$ cat src/rtl/sqlb_pkg.sv
// Shared types and constants for the square/loss bit loss tracker.
// Used by the top level and by the ratio divider; depends on nothing.
package sqlb_pkg;

	// Fixed-point format of the ratio outputs
	localparam int RATIO_FRAC_BITS = 16;
	localparam int RATIO_W         = 24;
	localparam int TOTAL_W         = 32;
	localparam int COUNT_W         = 32;
	// Width of the saturation compare: total<<FRAC against count<<RATIO_W
	localparam int CMP_W           = COUNT_W + RATIO_W;

	// Configuration port
	localparam int PADDR_W = 3;
	localparam int PDATA_W = 32;
	localparam logic REG_HALF_PERIOD = 1'b0;
	localparam logic [15:0] HALF_PERIOD_RESET = 16'd64;

	// Number of directions tracked
	localparam int NUM_DIR = 2;

	typedef struct packed {
		logic        direction;
		logic        q_bit;
		logic        l_bit;
		logic [31:0] packets_seen;
	} pkt_t;

	typedef struct packed {
		logic signed [31:0] square_loss_total;
		logic [31:0]        loss_bit_total;
		logic [23:0]        square_loss_ratio;
		logic [23:0]        loss_bit_ratio;
		logic               half_period_ended;
		logic               zero_packet_count;
	} meas_t;

	// Per-direction state record kept in the state RAM
	typedef struct packed {
		logic        current_square;
		logic [15:0] run_length;
		logic [31:0] half_period_rank;
		logic [31:0] upstream_loss;
		logic [31:0] loss_bit_count;
	} dir_state_t;

	// Request to a ratio divider
	typedef struct packed {
		logic               start;
		logic               force_zero;
		logic [TOTAL_W-1:0] total;
		logic [COUNT_W-1:0] count;
	} div_req_t;

endpackage

$ cat src/rtl/sqlb_ram.sv
// Generic single-write, single-read RAM with a registered read port.
// Standalone; no package dependency.
module sqlb_ram #(
	parameter int WIDTH = 8,
	parameter int DEPTH = 2,
	localparam int AW = (DEPTH > 1) ? $clog2(DEPTH) : 1
) (
	input  logic             clk,
	input  logic             we,
	input  logic [AW-1:0]    waddr,
	input  logic [WIDTH-1:0] wdata,
	input  logic             re,
	input  logic [AW-1:0]    raddr,
	output logic [WIDTH-1:0] rdata
);

	logic [WIDTH-1:0] mem_q [DEPTH];

	always_ff @(posedge clk) begin
		if (we) begin
			mem_q[waddr] <= wdata;
		end
		if (re) begin
			rdata <= mem_q[raddr];
		end
	end

endmodule

$ cat src/rtl/sqlb_div.sv
// Iterative ratio divider: floor((total << RATIO_FRAC_BITS) / count),
// saturated to RATIO_W bits or forced to zero, one quotient bit per cycle. Uses sqlb_pkg.
module sqlb_div (
	input  logic                          clk,
	input  logic                          arst_n,
	input  sqlb_pkg::div_req_t            req,
	output logic                          busy,
	output logic [sqlb_pkg::RATIO_W-1:0]  ratio
);
	import sqlb_pkg::*;

	localparam int CNT_W = $clog2(RATIO_W);

	typedef enum logic [1:0] {
		D_IDLE,
		D_PREP,
		D_STEP
	} dstate_t;

	dstate_t            state_q;
	logic [TOTAL_W-1:0] total_q;
	logic [COUNT_W-1:0] count_q;
	logic               force_q;
	logic [COUNT_W-1:0] rem_q;
	logic [RATIO_W-1:0] sh_q;
	logic [CNT_W-1:0]   cnt_q;

	logic [CMP_W-1:0]   num_wide;
	logic [CMP_W-1:0]   lim_wide;
	logic               sat;
	logic [COUNT_W:0]   r2;
	logic               ge;
	logic [COUNT_W-1:0] rem_next;

	// Saturation test: quotient reaches 2^RATIO_W exactly when the
	// shifted total reaches count << RATIO_W
	assign num_wide = CMP_W'(total_q) << RATIO_FRAC_BITS;
	assign lim_wide = CMP_W'(count_q) << RATIO_W;
	assign sat      = num_wide >= lim_wide;

	// Restoring step: shift in the next dividend bit, try a subtract
	assign r2       = {rem_q, sh_q[RATIO_W-1]};
	assign ge       = r2 >= {1'b0, count_q};
	assign rem_next = ge ? COUNT_W'(r2 - {1'b0, count_q}) : r2[COUNT_W-1:0];

	always_ff @(posedge clk or negedge arst_n) begin
		if (!arst_n) begin
			state_q <= D_IDLE;
			cnt_q   <= '0;
		end else begin
			unique case (state_q)
				D_IDLE: begin
					if (req.start) begin
						state_q <= D_PREP;
					end
				end
				D_PREP: begin
					cnt_q <= '0;
					if (force_q || sat) begin
						state_q <= D_IDLE;
					end else begin
						state_q <= D_STEP;
					end
				end
				D_STEP: begin
					cnt_q <= cnt_q + 1'b1;
					if (cnt_q == CNT_W'(RATIO_W - 1)) begin
						state_q <= D_IDLE;
					end
				end
				default: state_q <= D_IDLE;
			endcase
		end
	end

	// Datapath registers
	always_ff @(posedge clk) begin
		if (state_q == D_IDLE && req.start) begin
			total_q <= req.total;
			count_q <= req.count;
			force_q <= req.force_zero;
		end
		if (state_q == D_PREP) begin
			if (force_q) begin
				sh_q <= '0;
			end else if (sat) begin
				sh_q <= '1;
			end else begin
				// high part is below count here, so it fits the remainder
				rem_q <= COUNT_W'(num_wide >> RATIO_W);
				sh_q  <= num_wide[RATIO_W-1:0];
			end
		end else if (state_q == D_STEP) begin
			rem_q <= rem_next;
			sh_q  <= {sh_q[RATIO_W-2:0], ge};
		end
	end

	assign busy  = (state_q != D_IDLE);
	assign ratio = sh_q;

endmodule

$ cat src/rtl/square_retransmit_bit_loss_tracker.sv
// Square-bit / loss-bit loss monitor, top level. One packet is handled at a
// time: accept (state RAM read), update and write-back, then both ratios are
// divided in parallel, one quotient bit per cycle. A divider whose ratio is
// forced to zero or saturated finishes after its prepare step, with no bit
// steps. The next packet can be accepted in the cycle after the result is
// loaded.
// A finished result waits in the output register while the next packet is
// accepted. Per-direction state lives in a 2-entry RAM whose entries read as
// zero until first written. half_period_length sits at APB address 0.
// Uses sqlb_pkg, sqlb_ram and sqlb_div.
module square_retransmit_bit_loss_tracker (
	input  logic                           clk,
	input  logic                           arst_n,
	input  logic                           psel,
	input  logic                           penable,
	input  logic                           pwrite,
	input  logic [sqlb_pkg::PADDR_W-1:0]   paddr,
	input  logic [sqlb_pkg::PDATA_W-1:0]   pwdata,
	output logic [sqlb_pkg::PDATA_W-1:0]   prdata,
	output logic                           pready,
	input  logic                           pkt_valid,
	output logic                           pkt_stall,
	input  sqlb_pkg::pkt_t                 pkt,
	output logic                           meas_valid,
	input  logic                           meas_stall,
	output sqlb_pkg::meas_t                meas
);
	import sqlb_pkg::*;

	typedef enum logic [1:0] {
		ST_IDLE,
		ST_UPD,
		ST_DIV
	} state_t;

	state_t             state_q;
	logic [15:0]        hpl_q;
	logic [NUM_DIR-1:0] vld_q;
	pkt_t               pkt_q;
	logic               out_vld_q;
	meas_t              out_q;
	logic [31:0]        sq_tot_q;
	logic [31:0]        lb_tot_q;
	logic               flip_q;
	logic               zero_q;

	logic               pkt_acc;
	logic               cfg_wr;
	logic [$bits(dir_state_t)-1:0] ram_rdata;
	logic               ram_we;
	dir_state_t         cur;
	dir_state_t         nxt;
	logic               first;
	logic               flip;
	logic               cnt_zero;
	div_req_t           sq_req;
	div_req_t           lb_req;
	logic               sq_busy;
	logic               lb_busy;
	logic [RATIO_W-1:0] sq_ratio;
	logic [RATIO_W-1:0] lb_ratio;
	logic               div_done;
	logic               out_load;

	// APB register
	assign pready = 1'b1;
	assign cfg_wr = psel && penable && pwrite && pready && (paddr[2] == REG_HALF_PERIOD);
	assign prdata = (paddr[2] == REG_HALF_PERIOD) ? PDATA_W'(hpl_q) : '0;

	always_ff @(posedge clk or negedge arst_n) begin
		if (!arst_n) begin
			hpl_q <= HALF_PERIOD_RESET;
		end else if (cfg_wr) begin
			hpl_q <= pwdata[15:0];
		end
	end

	// Handshakes
	assign pkt_stall  = (state_q != ST_IDLE);
	assign pkt_acc    = pkt_valid && !pkt_stall;
	assign div_done   = (state_q == ST_DIV) && !sq_busy && !lb_busy;
	assign out_load   = div_done && (!out_vld_q || !meas_stall);
	assign meas_valid = out_vld_q;
	assign meas       = out_q;

	// State RAM: read at accept, written back in the update cycle
	assign ram_we = (state_q == ST_UPD);

	sqlb_ram #(
		.WIDTH ($bits(dir_state_t)),
		.DEPTH (NUM_DIR)
	) u_state_ram (
		.clk   (clk),
		.we    (ram_we),
		.waddr (pkt_q.direction),
		.wdata (nxt),
		.re    (pkt_acc),
		.raddr (pkt.direction),
		.rdata (ram_rdata)
	);

	// Never-written entries read as zero
	assign cur = vld_q[pkt_q.direction] ? dir_state_t'(ram_rdata) : '0;

	// Square-bit run tracking and loss accumulation
	always_comb begin
		first = (cur.run_length == '0) && (cur.half_period_rank == '0);
		flip  = !first && (pkt_q.q_bit != cur.current_square);
		nxt   = cur;
		if (first || flip) begin
			nxt.current_square = pkt_q.q_bit;
			nxt.run_length     = 16'd1;
		end else if (cur.run_length != 16'hFFFF) begin
			nxt.run_length = cur.run_length + 16'd1;
		end
		if (flip) begin
			nxt.upstream_loss    = cur.upstream_loss + 32'(hpl_q) - 32'(cur.run_length);
			nxt.half_period_rank = cur.half_period_rank + 32'd1;
		end
		nxt.loss_bit_count = cur.loss_bit_count + 32'(pkt_q.l_bit);
	end

	assign cnt_zero = (pkt_q.packets_seen == '0);

	// Divider requests, issued in the update cycle
	always_comb begin
		sq_req.start      = ram_we;
		sq_req.force_zero = cnt_zero || nxt.upstream_loss[31];
		sq_req.total      = nxt.upstream_loss;
		sq_req.count      = pkt_q.packets_seen;
		lb_req.start      = ram_we;
		lb_req.force_zero = cnt_zero;
		lb_req.total      = nxt.loss_bit_count;
		lb_req.count      = pkt_q.packets_seen;
	end

	sqlb_div u_sq_div (
		.clk    (clk),
		.arst_n (arst_n),
		.req    (sq_req),
		.busy   (sq_busy),
		.ratio  (sq_ratio)
	);

	sqlb_div u_lb_div (
		.clk    (clk),
		.arst_n (arst_n),
		.req    (lb_req),
		.busy   (lb_busy),
		.ratio  (lb_ratio)
	);

	// Sequencer and output valid
	always_ff @(posedge clk or negedge arst_n) begin
		if (!arst_n) begin
			state_q   <= ST_IDLE;
			out_vld_q <= 1'b0;
			vld_q     <= '0;
		end else begin
			unique case (state_q)
				ST_IDLE: begin
					if (pkt_acc) begin
						state_q <= ST_UPD;
					end
				end
				ST_UPD: begin
					vld_q[pkt_q.direction] <= 1'b1;
					state_q <= ST_DIV;
				end
				ST_DIV: begin
					if (out_load) begin
						state_q <= ST_IDLE;
					end
				end
				default: state_q <= ST_IDLE;
			endcase
			if (out_load) begin
				out_vld_q <= 1'b1;
			end else if (!meas_stall) begin
				out_vld_q <= 1'b0;
			end
		end
	end

	// Payload registers
	always_ff @(posedge clk) begin
		if (pkt_acc) begin
			pkt_q <= pkt;
		end
		if (ram_we) begin
			sq_tot_q <= nxt.upstream_loss;
			lb_tot_q <= nxt.loss_bit_count;
			flip_q   <= flip;
			zero_q   <= cnt_zero;
		end
		if (out_load) begin
			out_q.square_loss_total <= sq_tot_q;
			out_q.loss_bit_total    <= lb_tot_q;
			out_q.square_loss_ratio <= sq_ratio;
			out_q.loss_bit_ratio    <= lb_ratio;
			out_q.half_period_ended <= flip_q;
			out_q.zero_packet_count <= zero_q;
		end
	end

	// Checks
	a_write_after_accept: assert property (@(posedge clk) disable iff (!arst_n)
		pkt_acc |=> ram_we)
		else $error("state write-back did not follow packet accept");

	a_result_after_divide: assert property (@(posedge clk) disable iff (!arst_n)
		$rose(out_vld_q) |-> $past(state_q == ST_DIV))
		else $error("result raised outside divide completion");

	a_zero_count_ratios: assert property (@(posedge clk) disable iff (!arst_n)
		meas_valid && meas.zero_packet_count |->
		(meas.square_loss_ratio == '0) && (meas.loss_bit_ratio == '0))
		else $error("nonzero ratio with zero packet count");

	a_negative_loss_ratio: assert property (@(posedge clk) disable iff (!arst_n)
		meas_valid && meas.square_loss_total[31] |-> (meas.square_loss_ratio == '0))
		else $error("nonzero ratio for negative upstream loss");

endmodule

$ cat config.mk
export PLATFORM = sky130hd
export DESIGN_NAME = square_retransmit_bit_loss_tracker
export DESIGN_NICKNAME = d
export VERILOG_FILES = /design/src/rtl/sqlb_pkg.sv /design/src/rtl/sqlb_ram.sv /design/src/rtl/sqlb_div.sv /design/src/rtl/square_retransmit_bit_loss_tracker.sv
export SDC_FILE = /design/constraint.sdc
export NUM_CORES = 1
export LEC_CHECK = 0
export ABC_CLOCK_PERIOD_IN_PS = 18600
export BUFFER_PORTS_ARGS = -buffer_cell sky130_fd_sc_hd__buf_4
export CAP_MARGIN = 20
export CELL_PAD_IN_SITES_DETAIL_PLACEMENT = 1
export CELL_PAD_IN_SITES_GLOBAL_PLACEMENT = 2
export CORE_MARGIN = 3
export CORE_UTILIZATION = 47
export CTS_CLUSTER_SIZE = 20
export DETAILED_ROUTE_END_ITERATION = 12
export HOLD_SLACK_MARGIN = 0.06
export PLACE_DENSITY = 0.95
export SLEW_MARGIN = 25
export SYNTH_ARGS = -nofsm -noshare
export SYNTH_HDL_FRONTEND = slang
export SYNTH_SLANG_ARGS = --single-unit
$ cat constraint.sdc
create_clock -name clk -period 18.6 [get_ports clk]
set_input_delay 1.86 -clock clk [delete_from_list [all_inputs] [get_ports clk]]
set_output_delay 1.86 -clock clk [all_outputs]
set_load 0.02 [all_outputs]
==> impl_metrics.json, run 1 <==
{
  "outcome": "finished clean",
  "cap_violations": 0,
  "numCtsBuffers": 86,
  "slowest_stage": "o21ai_0",
  "max_freq_mhz": 162,
  "rows": 104,
  "layout.nets": 3384,
  "regToRegSetupSlack_ns": 12.42,
  "die-area_um2": 86000,
  "cts_setup_buffers": 0,
  "worst_pin_slew_ns": 1.08,
  "netlist_instances": 2933,
  "rsz0062_at_grt": "false",
  "core_um2": 81100,
  "endpoint_kind": "flop",
  "track_usage_pct": 24.1,
  "clock_latency_ns": 0.65,
  "hold_violations": 0,
  "grt_max_degree": 146,
  "path_cells": "mux2_4, buf_4, nand2_1, inv_1, ha_1, inv_1, ha_1, fa_1, a21oi_1, o21ai_0, and3_1, nor2_1, o31ai_1, a211oi_1, o31ai_1, xnor2_1, o21ai_0",
  "setup_violations": 0,
  "cts_tree": "done",
  "clock_sinks": 831,
  "clock_skew_ns": 0.0275,
  "layout_commonest_cell": "edfxtp_1",
  "placedInstanceArea_um2": 41200,
  "stdcell_count": 4259,
  "cts-root-buf": "clkbuf_16",
  "synth_edf_count": 796,
  "grt_overflow": 0,
  "wl_um": 104000,
  "worstHoldStart": "zero_q",
  "final_area_um2": 44100,
  "ys_ff_latch": 831,
  "avgRoutedWirePerCell_um": 24.4,
  "htreeDepth": 3,
  "cpPeakStageDelay_ns": 0.74,
  "synth-seq-area-share_pct": 63.9,
  "synthArstFlopShare_pct": 4.21,
  "peakVddDrop_v": 0.0000958,
  "grt_pass1_vias": 27100,
  "area_growth_pct": 13.7,
  "start_util_pct": 47.8,
  "dr.first_iter.drc_count": 1986,
  "die_height_um": 293,
  "die_width_um": 293,
  "worstPathArrival_ns": 6.48,
  "synth.cell_area_um2": 38800,
  "fin_crit_ns": 6.18,
  "clock_path_buffers": 3,
  "place_congestion": 0.886,
  "power_density_nw_per_um2": 184,
  "leakage_nw": 16.7,
  "crit_fanout": 60,
  "r2r_start": "pkt_q[34]",
  "num_io_pins": 226,
  "cts-hold-fix-buffers": 0,
  "portBuffers": 190,
  "via_per_inst": 5.89,
  "slew_headroom_pct": 27.2,
  "maxSlewViolCount": 0,
  "whs_ns": 0.407,
  "hold-path-endpoint": "meas[0]",
  "post-place-cells": 4102,
  "worstHoldPathType": "flop to flop",
  "worstSetupStartpointType": "flop",
  "drt_first_pass_iters": 5,
  "path_clk_slew_ns": 0.06,
  "hold_depth": 0,
  "power_mw": 8.10,
  "r2r_end": "u_sq_div.total_q[28]",
  "avgSynthCellArea_um2": 13.2,
  "critPathRequiredTime_ns": 18.90,
  "grt_pass1_wl_um": 160000,
  "drtAntennaViolNets": 0,
  "fin_crit_sh_pct": 33.2,
  "drc": 0,
  "drive_gt1_share_pct": 16.4,
  "cts_resized": 0,
  "grt_antenna_before_repair": 3,
  "ys_warn_count": 0,
  "r2r_cells": 17,
  "num_vias": 25100,
  "mostFrequentLayoutCells": "edfxtp_1 (796), nand2_1 (226), inv_1 (221)",
  "dpl.hpwl_um": 69200,
  "path_class": "flop to flop",
  "synth_cell_types": 91,
  "tns_ns": 0,
  "ys.flop_type": "edfxtp_1"
}
-- report_power, final --
part           internal, mW  switching, mW
sequential             2.91          0.274
clock                 0.977          0.741
combinational          1.12           2.08
-- synthesized netlist by cell type (12+ instances only) --
library cell  count  area [um2]
a211oi_1         14         105
or3_1            15        93.8
o21bai_1         12        90.1
and4_1           12         105
nor3b_1          15         113
o21a_1           21         158
fa_1             18         360
o21ai_0         160         801
inv_1           222         833
a31oi_1          33         206
nand4_1          42         263
buf_2            17        85.1
nor2_1          145         544
dfrtp_1          34         851
clkbuf_1         67         251
a21o_1           65         488
mux2i_1          31         310
and3_1           33         206
nand2b_1         12        75.1
nand2_1         226         848
nand3b_1         23         173
nor3_1           24         120
xnor2_1          69         604
edfxtp_1        796       23900
mux2_2          135        1520
nor4_1           21         131
and2_1           24         150
nand3_1          67         335
o311ai_0         17         149
ha_1            158        1980
nor2b_1          26         163
xor2_1           75         657
a21oi_1         125         626
buf_4            20         150
-- worst max-delay path by stage --
stage | from | slack [ns] | cells past startpoint | to
after CTS | pkt_q[34] | 12.50 | 17 | u_sq_div.total_q[28]
after floorplan | pkt_valid | 9.93 | 2 | lb_req[0]
after global routing | pkt_q[34] | 12.10 | 17 | u_sq_div.total_q[28]
final | pkt_q[34] | 12.42 | 17 | u_sq_div.total_q[28]
after global placement | pkt_q[34] | 12.94 | 15 | u_sq_div.total_q[25]
after detailed placement | pkt_q[34] | 12.68 | 17 | u_sq_div.total_q[28]
-- cell families after synthesis --
group	synth area share, %
adder cells (fa/ha/maj)	6.03
AND/OR/NAND/NOR	9.45
AO/OA/AOI/OAI	8.90
other	0.0194
buffers and inverters	3.68
XOR/XNOR	3.25
flip-flops	63.9
multiplexers	4.76
-- flip-flops by register name, indices dropped and copies added (netlist names), 16 cells and up --
signal and count:
u_lb_div.rem_q 32, sq_tot_q 32, lb_req 32, u_sq_div.count_q 32
lb_tot_q 32, u_state_ram.rdata 113, u_sq_div.total_q 32, u_lb_div.ratio 24
meas 114, u_sq_div.rem_q 32, hpl_q 16, u_lb_div.total_q 32
u_lb_div.count_q 32, u_sq_div.ratio 24, u_state_ram.mem_q 226
-- metrics by stage --
stage / setup WS [ns] / utilization, %
final: 12.42 / 54.4
after global routing: 12.10 / 54.4
after CTS: 12.50 / 54.3
after detailed placement: 12.68 / 50.9
after global placement: 12.94 / 50.9
after floorplan: 9.93 / -
-- cell type report --
class / count / area [um2]
fill: 8061 / 37000
clock buffer: 116 / 2390
timing repair buffer: 214 / 1650
inverter: 223 / 838
tap: 1060 / 1330
clock inverter: 39 / 390
antenna: 1 / 2.50
multi-input combinational: 1775 / 12700
sequential: 831 / 24800
-- worst max-delay path: cells and delay by family (launching register included) --
kind,cells,cell delay (ns)
AO/OA/AOI/OAI,6,2.51
flip-flops,1,0.51
multiplexers,1,0.45
adder cells (fa/ha/maj),3,0.64
AND/OR/NAND/NOR,3,0.69
buffers and inverters,3,0.89
XOR/XNOR,1,0.10
-- per-layer routing --
layer	track usage (%)	vias to the layer above	share of wire, %
met4	9.18	2	3.5
met3	4.10	199	5.8
met2	41.4	788	50
met1	30.7	12900	41
met5	0	-	0.012
li1	-	11300	-
Note: power is estimated with default switching activity, not from simulation.
==> run 2: changes to the inputs <==
--- a/config.mk
+++ b/config.mk
@@ -5,17 +5,18 @@
 export SDC_FILE = /design/constraint.sdc
 export NUM_CORES = 1
 export LEC_CHECK = 0
-export ABC_CLOCK_PERIOD_IN_PS = 18600
+export ABC_AREA = 1
+export ABC_CLOCK_PERIOD_IN_PS = 5200
 export BUFFER_PORTS_ARGS = -buffer_cell sky130_fd_sc_hd__buf_4
 export CAP_MARGIN = 20
 export CELL_PAD_IN_SITES_DETAIL_PLACEMENT = 1
 export CELL_PAD_IN_SITES_GLOBAL_PLACEMENT = 2
 export CORE_MARGIN = 3
-export CORE_UTILIZATION = 47
+export CORE_UTILIZATION = 36
 export CTS_CLUSTER_SIZE = 20
 export DETAILED_ROUTE_END_ITERATION = 12
 export HOLD_SLACK_MARGIN = 0.06
-export PLACE_DENSITY = 0.95
+export PLACE_DENSITY = 0.86
 export SLEW_MARGIN = 25
 export SYNTH_ARGS = -nofsm -noshare
 export SYNTH_HDL_FRONTEND = slang
==> constraint.sdc (replaced) <==
create_clock -name clk -period 5.2 [get_ports clk]
set_input_delay 0.52 -clock clk [delete_from_list [all_inputs] [get_ports clk]]
set_output_delay 0.52 -clock clk [all_outputs]
set_load 0.02 [all_outputs]
==> impl_metrics.json, run 2 <==
{
  "synth-seq-area-share_pct": 59.0,
  "slew_headroom_pct": 34.0,
  "setup.worst_path.start": "pkt_q[34]",
  "numCtsBuffers": 91,
  "grt_antenna_before_repair": 11,
  "track_usage_pct": 20.2,
  "met3_length_um": 5990,
  "start_util_pct": 36.5,
  "fin_crit_sh_pct": 81.8,
  "power_mw": 31.0,
  "area_growth_pct": 15.9,
  "die_width_um": 348,
  "layout_commonest_cell": "nand2_1",
  "maxSlewViolCount": 0,
  "die-area_um2": 121000,
  "crit_path_frequent_cell": "nand2_1",
  "clock_skew_ns": 0.0456,
  "synthArstFlopShare_pct": 4.21,
  "max_freq_mhz": 235,
  "slowest_stage": "o21ai_0",
  "path_class": "flop to flop",
  "grt_pass1_wl_um": 187000,
  "setup_violations": 0,
  "synth.largest_area_cell": "edfxtp_1",
  "rsz0062_at_grt": "false",
  "die_height_um": 348,
  "fin_crit_ns": 4.25,
  "placedInstanceArea_um2": 45300,
  "met2_length_um": 57700,
  "num_io_pins": 226,
  "endpoint_kind": "flop",
  "hold_violations": 0,
  "seqPwrFrac_pct": 36.6,
  "cap_violations": 0,
  "cts_tree": "done",
  "ys_ff_latch": 831,
  "pwr-share-comb_pct": 43.1,
  "layout.nets": 4805,
  "worstHoldPathType": "primary input to flop",
  "yosys-top-cells-count": "nand2_1 (1236), edfxtp_1 (796), inv_1 (609)",
  "crit_fanout": 19,
  "top_layer": "met5",
  "wl_met1_um": 56300,
  "avgSynthCellArea_um2": 9.84,
  "yosysMostFrequentCell": "nand2_1",
  "swShare_pct": 41.9,
  "power_switching_mw": 13.0,
  "synth.cell_area_um2": 42000,
  "grt_pass1_vias": 31500,
  "place_congestion": 0.903,
  "final_area_um2": 48700,
  "synth_edf_count": 796,
  "num_vias": 30400,
  "cts-root-buf": "clkbuf_16",
  "worstSetupStartpointType": "flop",
  "largest_reg_flops": 226,
  "worst_pin_slew_ns": 0.991,
  "core_um2": 115000,
  "path_cells": "inv_1, nand2_1, nand2_2, nor2_1, ha_1, inv_1, ha_1, fa_1, nand2_1, nand3_1, and2_1, nand2_1, nand2_1, nand3_1, nand2_1, xnor2_1, o21ai_0",
  "grt_overflow": 0,
  "r2r_start": "pkt_q[34]",
  "synth_area_leaders": "edfxtp_1 (57%), nand2_1 (11%), inv_1 (5.4%)",
  "dr.first_iter.drc_count": 2124,
  "netlist_instances": 4268,
  "path_delay_family": "simple AND/OR/NAND/NOR gates",
  "clock_power_share_pct": 20.3,
  "path_clk_slew_ns": 0.06,
  "clock_path_buffers": 3,
  "leakage_nw": 21.0,
  "power_density_nw_per_um2": 636,
  "synth_top_area_share_pct": 56.9,
  "synth_cell_types": 46,
  "dpl.hpwl_um": 91300,
  "rows": 124,
  "whs_ns": 0.103,
  "ys_warn_count": 0,
  "drc": 0,
  "portBuffers": 190,
  "crit_buf_inv": 2,
  "tns_ns": 0,
  "htreeDepth": 3,
  "worstPathArrival_ns": 4.62,
  "wl_um": 124000,
  "cpPeakStageDelay_ns": 0.58,
  "mostFrequentLayoutCells": "nand2_1 (1234), edfxtp_1 (796), inv_1 (609)",
  "drtAntennaViolNets": 0,
  "clock_latency_ns": 0.68,
  "avgRoutedWirePerCell_um": 20.2,
  "drt_first_pass_iters": 5,
  "worstHoldStart": "pwdata[6]",
  "internal_power_mw": 18.0,
  "grt_max_degree": 149,
  "critPathRequiredTime_ns": 5.57,
  "via_per_inst": 4.95,
  "outcome": "finished clean",
  "ys.flop_type": "edfxtp_1",
  "clock_sinks": 831,
  "regMostFlops": "u_state_ram.mem_q",
  "drive_gt1_share_pct": 11.2,
  "peakVddDrop_v": 0.000412
}
==> run 2: cell types whose count changed in the layout (fill, tap and decap cells not counted), moves of 31 or more <==
cell / before / now
o21ai_0: 152 / 94
inv_1: 221 / 609
and3_1: 33 / 2
nor2_1: 143 / 390
dlygate4sd3_1: 0 / 42
nand3_1: 67 / 279
a21o_1: 65 / 2
nand2_1: 226 / 1234
==> run 2: worst register-to-register path, cell delays in order, from the launching register on <==
cell and delay [ns]:
edfxtp_1 0.53, inv_1 0.16, nand2_1 0.11, nand2_2 0.28
nor2_1 0.47, ha_1 0.21, inv_1 0.04, ha_1 0.22
fa_1 0.46, nand2_1 0.09, nand3_1 0.09, and2_1 0.22
nand2_1 0.10, nand2_1 0.11, nand3_1 0.10, nand2_1 0.07
xnor2_1 0.12, o21ai_0 0.58
==> run 2: what timing repair did <==
| action | CTS | global route |
|---|---|---|
| resized for setup | 0 | 0 |
| hold buffers | 42 | 0 |
| hold endpoints to repair | 75 | 0 |
| setup buffers | 0 | 0 |
==> run 2: power groups by stage <==
stage	clock (mW)	sequential (mW)	combinational [mW]
2_1_floorplan	0	11.3	8.63
3_3_place_gp	0	11.4	13.0
3_5_place_dp	0	11.4	13.3
4_1_cts	6.45	11.3	13.5
5_1_grt	6.74	11.5	15.0
6_report	6.30	11.3	13.3
==> run 2: layout make-up <==
type / count / area, um2
antenna: 1 / 2.50
clock buffer: 104 / 2330
clock inverter: 65 / 578
fill: 12900 / 66300
inverter: 611 / 2290
multi-input combinational: 2736 / 14500
sequential: 831 / 24800
tap: 1512 / 1890
timing repair buffer: 281 / 2280
==> run 2: final timing paths <==
path / endpoint / slack, ns / cells past startpoint
setup / recovery: u_state_ram.mem_q[1][48] / 0.95 / 17
hold / removal: hpl_q[6] / 0.10 / 3
setup reg to reg: u_state_ram.mem_q[1][48] / 0.95 / 17
hold reg to reg: meas[86] / 0.41 / 0
max in group asynchronous: u_lb_div.cnt_q[2] / 4.42 / 2
min in group asynchronous: state_q[0] / 0.36 / 2
==> run 2: cell families (layout without fill, tap and decap cells) <==
family	after synthesis	count (layout)	share of synthesized area (%)
AOI/OAI and AO/OA	267	267	3.43
xor gates and xnor gates	101	101	2.11
adders and majority gates	176	176	5.57
buffers and inverters	716	1061	6.70
DFF	831	831	59.0
muxes	113	113	3.03
other	2	18	0.0179
and+or+nand+nor	2062	2062	20.1
==> run 2: metal layers <==
layer,global-route usage (%),vias to the layer above
li1,-,14600
met1,27.5,14900
met2,33.4,704
met3,2.83,191
met4,6.38,2
met5,0,-
==> run 2: metrics by stage <==
| step | worst slack, ns | instances | util [%] |
|---|---|---|---|
| after detailed placement | 0.973 | 5928 | 39.4 |
| after floorplan | 0.210 | 4283 | - |
| after global routing | 0.535 | 6141 | 42.3 |
| after global placement | 1.10 | 5928 | 39.4 |
| after CTS | 0.924 | 6139 | 42.3 |
| final | 0.947 | 6141 | 42.3 |
